[src/rtl/core/ppd_pkg.sv]
// Shared types and constants for the point pair distance unit.
// No dependencies; imported by every module of the block.
`timescale 1ns / 1ps

package ppd_pkg;

   // sizing
   localparam int MAX_POINTS_DEF = 1024;
   localparam int NODE_W         = 10;
   localparam int COORD_W        = 32;
   localparam int POINT_W        = 2 * COORD_W;
   localparam int DIST_W         = 25;
   localparam int SQ_W           = 2 * COORD_W + 1;
   localparam int ROOT_STEPS     = DIST_W;
   localparam int STEP_W         = $clog2(ROOT_STEPS);
   localparam int B2_W           = 2 * ROOT_STEPS - 1;
   localparam int T_W            = 50;
   localparam int Q_W            = 54;

   // command codes
   localparam logic CMD_LOAD  = 1'b0;
   localparam logic CMD_QUERY = 1'b1;

   // metric register code with no metric of its own
   localparam logic [1:0] METRIC_RAW_UNUSED = 2'd3;

   // threshold offsets, squared sum in units of 2^-16
   localparam logic [SQ_W:0] RND_ADD  = (SQ_W + 1)'(49152);
   localparam logic [SQ_W:0] CEIL_ADD = (SQ_W + 1)'(65535);
   localparam logic [SQ_W:0] ATT_ADD  = (SQ_W + 1)'(131071);
   localparam int            RND_SHIFT = 16;
   localparam int            ATT_SHIFT = 17;

   // root iteration start values
   localparam logic [ROOT_STEPS-1:0] B_INIT  = {1'b1, {(ROOT_STEPS - 1){1'b0}}};
   localparam logic [B2_W-1:0]       B2_INIT = {1'b1, {(B2_W - 1){1'b0}}};

   typedef enum logic [1:0] {
      METRIC_ROUND = 2'd0,
      METRIC_CEIL  = 2'd1,
      METRIC_ATT   = 2'd2
   } metric_code_type;

   typedef enum logic [3:0] {
      ST_IDLE,
      ST_RD_A,
      ST_RD_B,
      ST_DIFF,
      ST_SQ_X,
      ST_SQ_Y,
      ST_SUM,
      ST_ROOT_GO,
      ST_ROOT_WAIT
   } ppd_state_type;

   typedef enum logic [1:0] {
      RT_IDLE,
      RT_ITER,
      RT_FINISH
   } root_state_type;

   typedef struct packed {
      logic            start;
      metric_code_type mode;
   } root_ctl_type;

   typedef struct packed {
      logic              done;
      logic [DIST_W-1:0] distance;
   } root_stat_type;

endpackage

[src/rtl/core/ppd_root_unit.sv]
// Bit-serial square root, rounded, ceiling or att-scaled, one result bit per
// cycle, compared against a threshold taken from the squared distance. Depends on ppd_pkg.
`timescale 1ns / 1ps

module ppd_root_unit
   import ppd_pkg::*;
(
   input  logic            clock,
   input  logic            reset,
   input  root_ctl_type    ctl,
   input  logic [SQ_W-1:0] sq_sum,
   output root_stat_type   stat
);

   // metric weight on the square: 5 for att, 1 otherwise
   function automatic logic [Q_W-1:0] mode_scale(metric_code_type mode, logic [Q_W-1:0] v);
      logic [Q_W-1:0] r;
      unique case (mode)
         METRIC_ATT:   r = (v << 2) + v;
         METRIC_ROUND: r = v;
         METRIC_CEIL:  r = v;
         default:      r = v;
      endcase
      return r;
   endfunction

   // constant part of the square growth for the trial bit
   function automatic logic [Q_W-1:0] const_term(metric_code_type mode,
                                                  logic [B2_W-1:0] b2v,
                                                  logic [ROOT_STEPS-1:0] bv);
      logic [Q_W-1:0] r;
      r = mode_scale(mode, Q_W'(b2v));
      if (mode == METRIC_ROUND) begin
         r = r - Q_W'(bv);
      end
      return r;
   endfunction

   root_state_type        state_ff, state_in;
   metric_code_type       mode_ff, mode_in;
   logic [T_W-1:0]        t_ff, t_in;
   logic [Q_W-1:0]        q_ff, q_in;
   logic [Q_W-1:0]        p_ff, p_in;
   logic [Q_W-1:0]        kc_ff, kc_in;
   logic [ROOT_STEPS-1:0] b_ff, b_in;
   logic [B2_W-1:0]       b2_ff, b2_in;
   logic [DIST_W-1:0]     n_ff, n_in;
   logic                  zero_ff, zero_in;
   logic [STEP_W-1:0]     count_ff, count_in;
   logic                  done_ff, done_in;
   logic [DIST_W-1:0]     dist_ff, dist_in;

   logic           do_load, do_step, do_finish;
   logic [SQ_W:0]  thr_sum;
   logic [Q_W-1:0] cand;
   logic           take;

   // next state
   always_comb begin
      state_in = state_ff;
      unique case (state_ff)
         RT_IDLE:   if (ctl.start) state_in = RT_ITER;
         RT_ITER:   if (count_ff == '0) state_in = RT_FINISH;
         RT_FINISH: state_in = RT_IDLE;
         default:   state_in = RT_IDLE;
      endcase
   end

   // sequencer outputs
   always_comb begin
      do_load   = 1'b0;
      do_step   = 1'b0;
      do_finish = 1'b0;
      unique case (state_ff)
         RT_IDLE:   do_load   = ctl.start;
         RT_ITER:   do_step   = 1'b1;
         RT_FINISH: do_finish = 1'b1;
         default:   do_load   = 1'b0;
      endcase
   end

   // threshold: integer bound on the scaled square of the candidate
   always_comb begin
      unique case (ctl.mode)
         METRIC_ROUND: thr_sum = {1'b0, sq_sum} + RND_ADD;
         METRIC_CEIL:  thr_sum = {1'b0, sq_sum} + CEIL_ADD;
         METRIC_ATT:   thr_sum = {1'b0, sq_sum} + ATT_ADD;
         default:      thr_sum = {1'b0, sq_sum} + RND_ADD;
      endcase
   end

   // trial square of n with the current bit set, kept incrementally
   assign cand = q_ff + p_ff + kc_ff;
   assign take = cand < Q_W'(t_ff);

   // datapath next values
   always_comb begin
      mode_in  = mode_ff;
      t_in     = t_ff;
      q_in     = q_ff;
      p_in     = p_ff;
      kc_in    = kc_ff;
      b_in     = b_ff;
      b2_in    = b2_ff;
      n_in     = n_ff;
      zero_in  = zero_ff;
      count_in = count_ff;
      dist_in  = dist_ff;
      if (do_load) begin
         mode_in  = ctl.mode;
         t_in     = (ctl.mode == METRIC_ATT) ? T_W'(thr_sum >> ATT_SHIFT)
                                             : T_W'(thr_sum >> RND_SHIFT);
         zero_in  = (sq_sum == '0);
         q_in     = '0;
         p_in     = '0;
         kc_in    = const_term(ctl.mode, B2_INIT, B_INIT);
         b_in     = B_INIT;
         b2_in    = B2_INIT;
         n_in     = '0;
         count_in = STEP_W'(ROOT_STEPS - 1);
      end else if (do_step) begin
         if (take) begin
            q_in = cand;
            n_in = n_ff | b_ff;
            p_in = (p_ff >> 1) + mode_scale(mode_ff, Q_W'(b2_ff));
         end else begin
            p_in = p_ff >> 1;
         end
         b_in     = b_ff >> 1;
         b2_in    = b2_ff >> 2;
         kc_in    = const_term(mode_ff, b2_ff >> 2, b_ff >> 1);
         count_in = count_ff - STEP_W'(1);
      end else if (do_finish) begin
         if (mode_ff == METRIC_ROUND) begin
            dist_in = n_ff;
         end else if (zero_ff) begin
            dist_in = '0;
         end else if (&n_ff) begin
            dist_in = n_ff;
         end else begin
            dist_in = n_ff + DIST_W'(1);
         end
      end
   end

   assign done_in = do_finish;

   // control registers
   always_ff @(posedge clock) begin
      if (reset) begin
         state_ff <= RT_IDLE;
         done_ff  <= 1'b0;
         count_ff <= '0;
      end else begin
         state_ff <= state_in;
         done_ff  <= done_in;
         count_ff <= count_in;
      end
   end

   // payload registers
   always_ff @(posedge clock) begin
      mode_ff <= mode_in;
      t_ff    <= t_in;
      q_ff    <= q_in;
      p_ff    <= p_in;
      kc_ff   <= kc_in;
      b_ff    <= b_in;
      b2_ff   <= b2_in;
      n_ff    <= n_in;
      zero_ff <= zero_in;
      dist_ff <= dist_in;
   end

   assign stat.done     = done_ff;
   assign stat.distance = dist_ff;

endmodule

[config.mk]
export PLATFORM = sky130hd
export DESIGN_NAME = ppd_root_unit
export DESIGN_NICKNAME = d
export VERILOG_FILES = /design/src/rtl/core/ppd_pkg.sv /design/src/rtl/core/ppd_root_unit.sv
export SDC_FILE = /design/constraint.sdc
export NUM_CORES = 1
export LEC_CHECK = 0
export BUFFER_PORTS_ARGS = -buffer_cell sky130_fd_sc_hd__buf_2
export CAP_MARGIN = 20
export CORE_ASPECT_RATIO = 0.5
export CORE_UTILIZATION = 57
export CTS_CLUSTER_DIAMETER = 200
export DETAILED_ROUTE_END_ITERATION = 10
export PLACE_DENSITY_LB_ADDON = 0.3
export REMOVE_ABC_BUFFERS = 1
export SYNTH_ARGS = -nofsm -noshare
export SYNTH_HDL_FRONTEND = slang
export SYNTH_SLANG_ARGS = --single-unit
[constraint.sdc]
create_clock -name clock -period 7.1 [get_ports clock]
set_input_delay 1.065 -clock clock [delete_from_list [all_inputs] [get_ports clock]]
set_output_delay 1.065 -clock clock [all_outputs]
set_load 0.01 [all_outputs]
Word level (Yosys, flattened, before mapping)
Cells that the tools add are included.
{"block": "totals", "mem_bits_ro": 0, "n_memories": 0, "latchBits": 0, "ramBits": 0, "elab_cells": 76, "input_bits": 70, "ff_bits": 323}
{"block": "op_classes", "bitwise_logic": 3, "div": 0, "shift": 0, "n_mul": 0, "n_eq_ne": 7, "n_lt_le_gt_ge": 1, "n_reduce_logical": 11, "add_sub_neg": 12, "n_mux": 27}
{"op": "54-bit 2-to-1 mux", "n": 11}
{"op": "65-bit by 16-bit adder with 66-bit output, second input constant", "n": 2}
{"op": "66-bit one-hot mux with 2 select lines", "n": 1}
{"op": "54-bit adder", "n": 2}
{"op": "25-bit 2-to-1 mux", "n": 3}
{"op": "65-bit by 17-bit adder with 66-bit output, second input constant", "n": 1}
{"op": "65-bit logical NOT", "n": 1}
{"op": "53-bit by 54-bit adder with 54-bit output", "n": 1}
{"op": "54-bit by 50-bit < comparator with 1-bit output", "n": 1}
{"op": "54-bit by 24-bit subtractor with 54-bit output", "n": 1}
{"op": "54-bit by 25-bit subtractor with 54-bit output, second input constant", "n": 1}
{"op": "51-bit by 49-bit adder with 52-bit output", "n": 1}
{"op": "52-bit 2-to-1 mux", "n": 1}
{"op": "51-bit 2-to-1 mux", "n": 1}
{"op": "49-bit by 47-bit adder with 50-bit output", "n": 1}
{"op": "50-bit 2-to-1 mux", "n": 1}
{"op": "49-bit 2-to-1 mux", "n": 1}
{"op": "25-bit by 1-bit adder with 25-bit output, second input constant", "n": 1}
{"op": "25-bit OR", "n": 1}
{"op": "25-bit AND reduction", "n": 1}
{"op": "5-bit 2-to-1 mux", "n": 2}
{"op": "2-bit == test, second input constant", "n": 3}
{"op": "2-bit logical NOT", "n": 3}
{"op": "5-bit logical NOT", "n": 1}
{"op": "11 further kinds", "n": 18}

Depth between registers and ports, before layout
Gate-level depths: netlist of the first run.
{"block": "logic_depth", "ltp_word": 8, "ltp_mapped": 28}

Worst setup path before layout of the first run
OpenSTA, ideal clock, no wires.
{"block": "synth_path", "path_type": "reg-to-reg", "startpoint": "reg p_ff[1]", "endpoint": "reg q_ff[29]", "setup_ps": 207, "synth_period_minus_slack_ps": 5685, "path_stages_with_launch": 26, "setup_slack_ps": 1415, "arrival_ps": 5478, "required_ps": 6893, "path_cell_list": "dfxtp_1 > fa_1 > ha_1 > fa_1 > a21o_1 > a221oi_4 > a211oi_2 > o211a_1 > o21ai_2 > o211ai_2 > a31oi_1 > o31ai_1 > xor2_1 > ha_1 > a21o_1 > a21o_1 > a21oi_1 > o221ai_1 > a21oi_1 > nand4_1 > nor4_1 > o211ai_1 > a2111oi_4 > buf_6 > mux2i_1 > nor2_1"}
{"block": "synth_via", "elab_chain_cells": 4}
{"item": "start: declaration", "line_no": "ppd_root_unit.sv:43", "text": "logic [Q_W-1:0] p_ff, p_in;"}
{"item": "start signal: assignment", "line_no": "ppd_root_unit.sv:166", "text": "p_ff <= p_in;"}
{"item": "54-bit adder (2 in series)", "line_no": "ppd_root_unit.sv:93", "text": "assign cand = q_ff + p_ff + kc_ff;"}
{"item": "net cand[47]", "line_no": "ppd_root_unit.sv:55", "text": "logic [Q_W-1:0] cand;"}
{"item": "54-bit by 50-bit < comparator with 1-bit output", "line_no": "ppd_root_unit.sv:94", "text": "assign take = cand < Q_W'(t_ff);"}
{"item": "2-bit AND reduction (no source line)"}
{"item": "end signal: assignment", "line_no": "ppd_root_unit.sv:165", "text": "q_ff <= q_in;"}
{"item": "end: declaration", "line_no": "ppd_root_unit.sv:42", "text": "logic [Q_W-1:0] q_ff, q_in;"}
The timed path passes the listed nets, and every way through them passes these cells.
A chain may end at the register's enable or synchronous reset.

Final worst setup path of the first run
{"block": "layout_path", "startpoint": "reg p_ff[13]", "endpoint": "reg q_ff[11]"}
The elaborated chain is that of the path after synthesis.

==> reports/metrics.cfg, run 1 <==
[route]
drt_iter0_markers=2317
final_antenna_net_count=0
first_pass_iters=6
wl_per_cell_um=20.2
drc_errors=0
routed-via-count=20869
routed_wl_mm=67.2
avgViaCountPerCell=6.27

[synth]
ys_seq_elements=298
synthAdderAreaFrac=0.154
synth.avg_cell_area_um2=8.60
ys_seq_area_frac=0.307
netlist.area_leader.share=0.167
synth_top_family_by_area=compound AO/OA/AOI/OAI gates
synth_area_leaders=edfxtp_1 17%, dfxtp_1 14%, ha_1 11%, fa_1 4.6%, a21oi_1 4.1%
synth-xor-area-share=0.0616
muxShareOfSynthArea=0.0401
synth-edff-count=132
synthTopCellsByCount=238 x nand2_1, 236 x nor2_1, 205 x ha_1
synth.distinct_cells=88
yosys.area.top_type=edfxtp_1
async_flop_share=0
synth-simple-area-share=0.183
ys_warn_count=0
yosysMostFrequentCell=nand2_1
synth-main-ff-cell=dfxtp_1
synth_compound_area_frac=0.205
syn_area_um2=23700
synthCells=2758

[timing]
fin_crit_sh=0.950
hold-worst-slack_ns=0.487
maxSlewHeadroom=0.211
worst_pin_slew_ns=1.17
min_period_ns=6.75
skew_ns=0.0256
final-setup-viol-count=0
slew_viol_final=0
fmax_mhz=148
rsz0062_at_grt=no
hold_viol=0

[floorplanning]
die_w_um=291
core.rowCount=52
dieArea_um2=42500
initial_core_util=0.583
die_y_um=146
pin_count=96
core_area_um2=40700

[global_routing]
antenna_found_initial=2
grt.total_usage=0.307
grt_start_max_net_pins=69
overflow=0
grt_pass1_wl_mm=104
grt_pass1_vias=18962

[layout]
design_area_um2=25500
drive_above_1_share=0.0803
final_cells=3328
multi_input_area_um2=15300
n_antenna_cell=0
nNetsFinal=3096
seq_area_um2=7290
area_growth_pct=7.39
num-fill-cells=3637

[critical_path]
crit_arrival_ns=7.20
timing.rr.end=q_ff[11]
worstRegToRegCells=24
start_kind=register
r2r_start=p_ff[13]
cp-end-kind=register
path_class=register to register
startpoint=p_ff[13]
r2r_slack_ns=0.35
worstPathMaxFanout=48
crit_path_end=q_ff[11]
critPathRequiredTime_ns=7.55

[placement]
dp_cells=3276
gp_congestion=1.06
dp_hpwl_mm=51.8
io_buffers=95
placed_cell_area_um2=24500

[clock_network]
clockRootBuffer=clkbuf_16
cts_tree=done
clk_latency_ns=0.59
postCtsSetupRepairBufs=0
cts_buffer_depth=3
cts_inserted_buffers=28
numClockSinks=298
clk_pin_slew_ns=0.07
htree_levels=1

[pwr]
p_switching_uw=1860
p_sw_frac=0.355
p_clk_frac=0.305
power.leakage_uw=0.0110
internal_power_uw=3370
power_frac_seq=0.389
vdd_drop_max_uv=215
combinationalPowerShare=0.306
pwr_density_cell_nw_per_um2=205

[hold_path]
hp-class=register to register
holdPathStages=2

[outcome]
status=finished clean

[run]
drv_cap=0

==> area by class of cell <==
class,instances,area share
inverters,151,0.0223
multi-input cells,2170,0.602
clock inverters,17,0.00633
flip-flops and latches,298,0.286
repair buffers,117,0.0264
well taps,540,0.0265
clock buffers,35,0.0305
==> critical path, stage by stage (launching register included) <==
cell	delay (ns)
dfxtp_1	0.41
fa_1	0.45
ha_1	0.46
a21oi_1	0.26
o21ai_0	0.14
or3_1	0.32
a31o_2	0.22
o311ai_1	0.20
a21oi_1	0.32
a31oi_1	0.42
o221ai_1	0.21
xor2_1	0.20
ha_1	0.20
a21o_1	0.18
a21o_1	0.17
a21oi_1	0.17
o221ai_1	0.16
a21oi_1	0.16
nand4_1	0.12
nor4_1	0.25
o211ai_1	0.31
a2111oi_4	0.49
buf_12	0.36
mux2i_1	0.28
nor2_1	0.05
==> power by group through the flow <==
| stage | clock (µW) | sequential (µW) | combinational [µW] |
|---|---|---|---|
| final | 1590 | 2030 | 1600 |
| after global routing | 1690 | 2040 | 1740 |
| after CTS | 1610 | 2030 | 1570 |
| after detailed placement | 0 | 2070 | 1550 |
| after global placement | 0 | 2070 | 1530 |
| after floorplan | 0 | 2050 | 1100 |
==> state kept, by name, summed over array words and instances, names as in the netlist, 5 cells and up <==
name / count
t_ff: 50
p_ff: 54
q_ff: 54
n_ff: 25
kc_ff: 54
dist_ff: 25
b_ff: 25
count_ff: 5
==> cell usage in the layout, fill, tap and decap left out, types with 10 or more instances in the layout <==
master and count:
nand3_1 85, nor2_1 234, o21ai_1 58, and3_1 39, mux2i_1 94, buf_4 19, xor2_1 64, or2_2 16
ha_1 205, or3_1 19, nor4_1 32, o21a_1 17, nor3_1 60, xnor2_1 103, nand2_1 238, o31ai_1 14
and2_1 33, or4_1 11, dfxtp_1 166, nand4_1 59, o21ai_0 141, fa_1 55, buf_2 95, clkbuf_16 29
o221ai_1 10, inv_1 148, nand2b_1 28, o21bai_1 22, a21o_1 93, o211ai_1 16, edfxtp_1 132, nor2b_1 15
a31oi_1 26, a211oi_1 36, a21oi_1 191, a221oi_1 13
==> per-stage QoR <==
step | power (µW) | utilization | setup slack (ns) | setup TNS [ns]
after floorplan | 3150 | - | -5.03 | -372.36
after global placement | 3600 | 0.602 | 0.681 | 0
after detailed placement | 3630 | 0.602 | 0.397 | 0
after CTS | 5210 | 0.625 | 0.350 | 0
after global routing | 5470 | 0.626 | 0.00967 | 0
final | 5220 | 0.626 | 0.353 | 0
==> logic make-up after synthesis <==
logic type | Yosys count
buf+inv | 290
compound gates | 747
flops | 298
xor+xnor | 167
mux | 95
fa+ha+maj | 260
simple gates | 901
==> repair_timing <==
item                                    in CTS  in global routing
hold buffers                                 0                  0
gates resized for setup                      0                  3
endpoints found under the setup margin       0                 80
==> layer usage <==
metal / vias to the layer above / share of wire / GRT usage / wire length, µm
met2: 701 / 0.41 / 0.451 / 27700
met5: - / 0.0018 / 0.0166 / 118
li1: 10061 / - / - / -
met1: 10006 / 0.49 / 0.468 / 32800
met4: 4 / 0.021 / 0.0608 / 1420
met3: 97 / 0.077 / 0.0556 / 5170
==> worst min path at each step <==
stage	startpoint	to	slack [ns]
after floorplan	n_ff[15]	n_ff[15]	0.45
after global placement	n_ff[11]	n_ff[11]	0.46
after detailed placement	n_ff[20]	n_ff[20]	0.47
after CTS	n_ff[20]	n_ff[20]	0.48
after global routing	n_ff[24]	n_ff[24]	0.52
final	n_ff[20]	n_ff[20]	0.49
Power figures use the tool's default switching activity.
==> run 2, diff against run 1 <==
Settings changed: BUFFER_PORTS_ARGS -buffer_cell sky130_fd_sc_hd__buf_2 to default, DONT_BUFFER_PORTS from default to 1.
Clock period 7.1 ns to 5.82 ns, I/O delays scaled along.
==> run 2 against run 1 <==
  * The run now ends with negative setup slack left
  * Count of clock-buffer cells in the layout grew 7
  * Clock power grew 26%
  * Routed wire length grew 7.7%
  * Sequential share of layout area shrank 2.3 points
  * Final area grew 8.7%
  * Fmax grew 10%
  * Sequential cell count is the same
  * Non-clock buffer count grew 135
  * Critical path type unchanged
==> reports/metrics.cfg, run 2 (synthesis gave the netlist of run 1 again) <==
[outcome]
status=complete, but fails checks
violations=negative setup slack

[layout]
final_cell_mix=235 x nand2_1, 230 x nor2_1, 201 x ha_1, 201 x buf_4, 181 x a21oi_1
num-fill-cells=3297
area_growth_pct=16.7
reg.largest.list=kc_ff: 54 flops, p_ff: 54 flops, q_ff: 54 flops
mostFrequentLayoutCell=nand2_1
n_antenna_cell=0
design_area_um2=27700
drive_above_1_share=0.145
nNetsFinal=3231

[timing]
min_period_ns=6.12
fmax_mhz=163
setup_slack_ns=-0.305
skew_ns=0.0213
hold_viol=0
worst_pin_slew_ns=1.18
slew_viol_final=0
rsz0062_at_grt=yes
fin_crit_sh=1.05
final-setup-viol-count=133
maxSlewHeadroom=0.208
finalSetupTns_ns=-19.15

[global_routing]
grt.total_usage=0.333
grt_pass1_vias=20189
antenna_found_initial=1
grt_start_max_net_pins=66
grt_pass1_wl_mm=113
overflow=0

[clock_network]
htree_levels=1
clockRootBuffer=clkbuf_16
clk_pin_slew_ns=0.07
clk_latency_ns=0.60
postCtsHoldBufs=0
cts_buffer_depth=3
cts_tree=done
numClockSinks=298
cts_inserted_buffers=28

[hold_path]
hp-class=primary input to register

[critical_path]
critPathRequiredTime_ns=6.27
crit_arrival_ns=6.58
critPathSlowestCell=fa_1
start_kind=register
max_stage_delay_ns=0.46
worstPathMaxFanout=10
cp-end-kind=register
path_class=register to register
crit_top_cell=buf_4

[floorplanning]
pin_count=96
die_y_um=146
die_w_um=291
core.rowCount=52
core_area_um2=40700
dieArea_um2=42500
initial_core_util=0.583

[placement]
dp_hpwl_mm=53.4
gp_congestion=1.01
placed_cell_area_um2=25400
io_buffers=0

[route]
routed_wl_mm=72.3
final_antenna_net_count=0
avgViaCountPerCell=6.29
wl_per_cell_um=20.9
drt_iter0_markers=2120
drc_errors=0
first_pass_iters=6
routed-via-count=21777

[pwr]
pwr_density_cell_nw_per_um2=250
vdd_drop_max_uv=245
power.leakage_uw=0.0120
power_uw=6920

[run]
drv_cap=0

==> run 2: cell count changes in the layout (fill, tap and decap cells not counted), moves of 7 or more <==
cell      before  now
a21oi_1      191  181
buf_8          1   11
buf_2         95    0
clkbuf_1       3   10
buf_4         19  201
a21oi_2        4   11
buf_16         0    8
o21ai_2        2   16
buf_12         2   13
buf_6          0   18
o21ai_1       58   49
==> run 2: timing repair <==
action	in CTS	in global routing
gates cloned	11	1
setup endpoints to repair	133	133
pin swaps	34	19
buffers inserted	27	18
endpoints found under the hold margin	0	0
gates resized for setup	93	75
==> run 2: report_power, final <==
| group | switching [µW] | leakage (µW) | internal [µW] | total, µW |
|---|---|---|---|---|
| clock | 901 | 0.000459 | 1110 | 2010 |
| sequential | 104 | 0.00263 | 2370 | 2480 |
| combinational | 1410 | 0.00888 | 1030 | 2440 |
==> run 2: path summary, 6_finish.rpt <==
kind | start | end | slack, ns | depth (start not counted)
max | kc_ff[4] | q_ff[21] | -0.30 | 28
min | reset | count_ff[3] | 0.33 | 1
max reg2reg | kc_ff[4] | q_ff[21] | -0.30 | 28
min reg2reg | n_ff[6] | n_ff[6] | 0.48 | 2
==> run 2: layout make-up <==
class                           count  area (µm²)  share of cell area
Clock buffer                       42         816              0.0295
Sequential cell                   298        7290               0.263
Inverter                          151         569              0.0206
Timing Repair Buffer              252        2380              0.0860
Clock inverter                     10         140             0.00506
Tap cell                          540         676              0.0244
Multi-Input combinational cell   2170       15800               0.571
==> run 2: critical path: cells and delay by family (launching register included) <==
kind / cells / cell delay (ns)
AOI/OAI and AO/OA: 12 / 2.35
xor gates and xnor gates: 1 / 0.28
adders and majority gates: 3 / 1.08
buffers and inverters: 6 / 1.00
DFF: 1 / 0.44
muxes: 1 / 0.24
and+or+nand+nor: 5 / 0.58
==> run 2: per-layer routing <==
metal / up-vias / track usage / routed length [µm]
met4: 0 / 0.0582 / 1290
met2: 842 / 0.496 / 30700
li1: 10324 / - / -
met1: 10502 / 0.507 / 34300
met3: 109 / 0.0571 / 6090
met5: - / 0 / 0
==> run 2: through the flow <==
stage	util	std cells	hold slack (ns)	setup WS, ns
floorplan	-	2619	0.448	-6.31
global placement	0.624	3360	0.462	-0.406
detailed placement	0.624	3360	0.472	-0.542
CTS	0.670	3450	0.315	-0.442
global route	0.680	3463	0.316	-0.586
finish	0.680	3463	0.330	-0.305
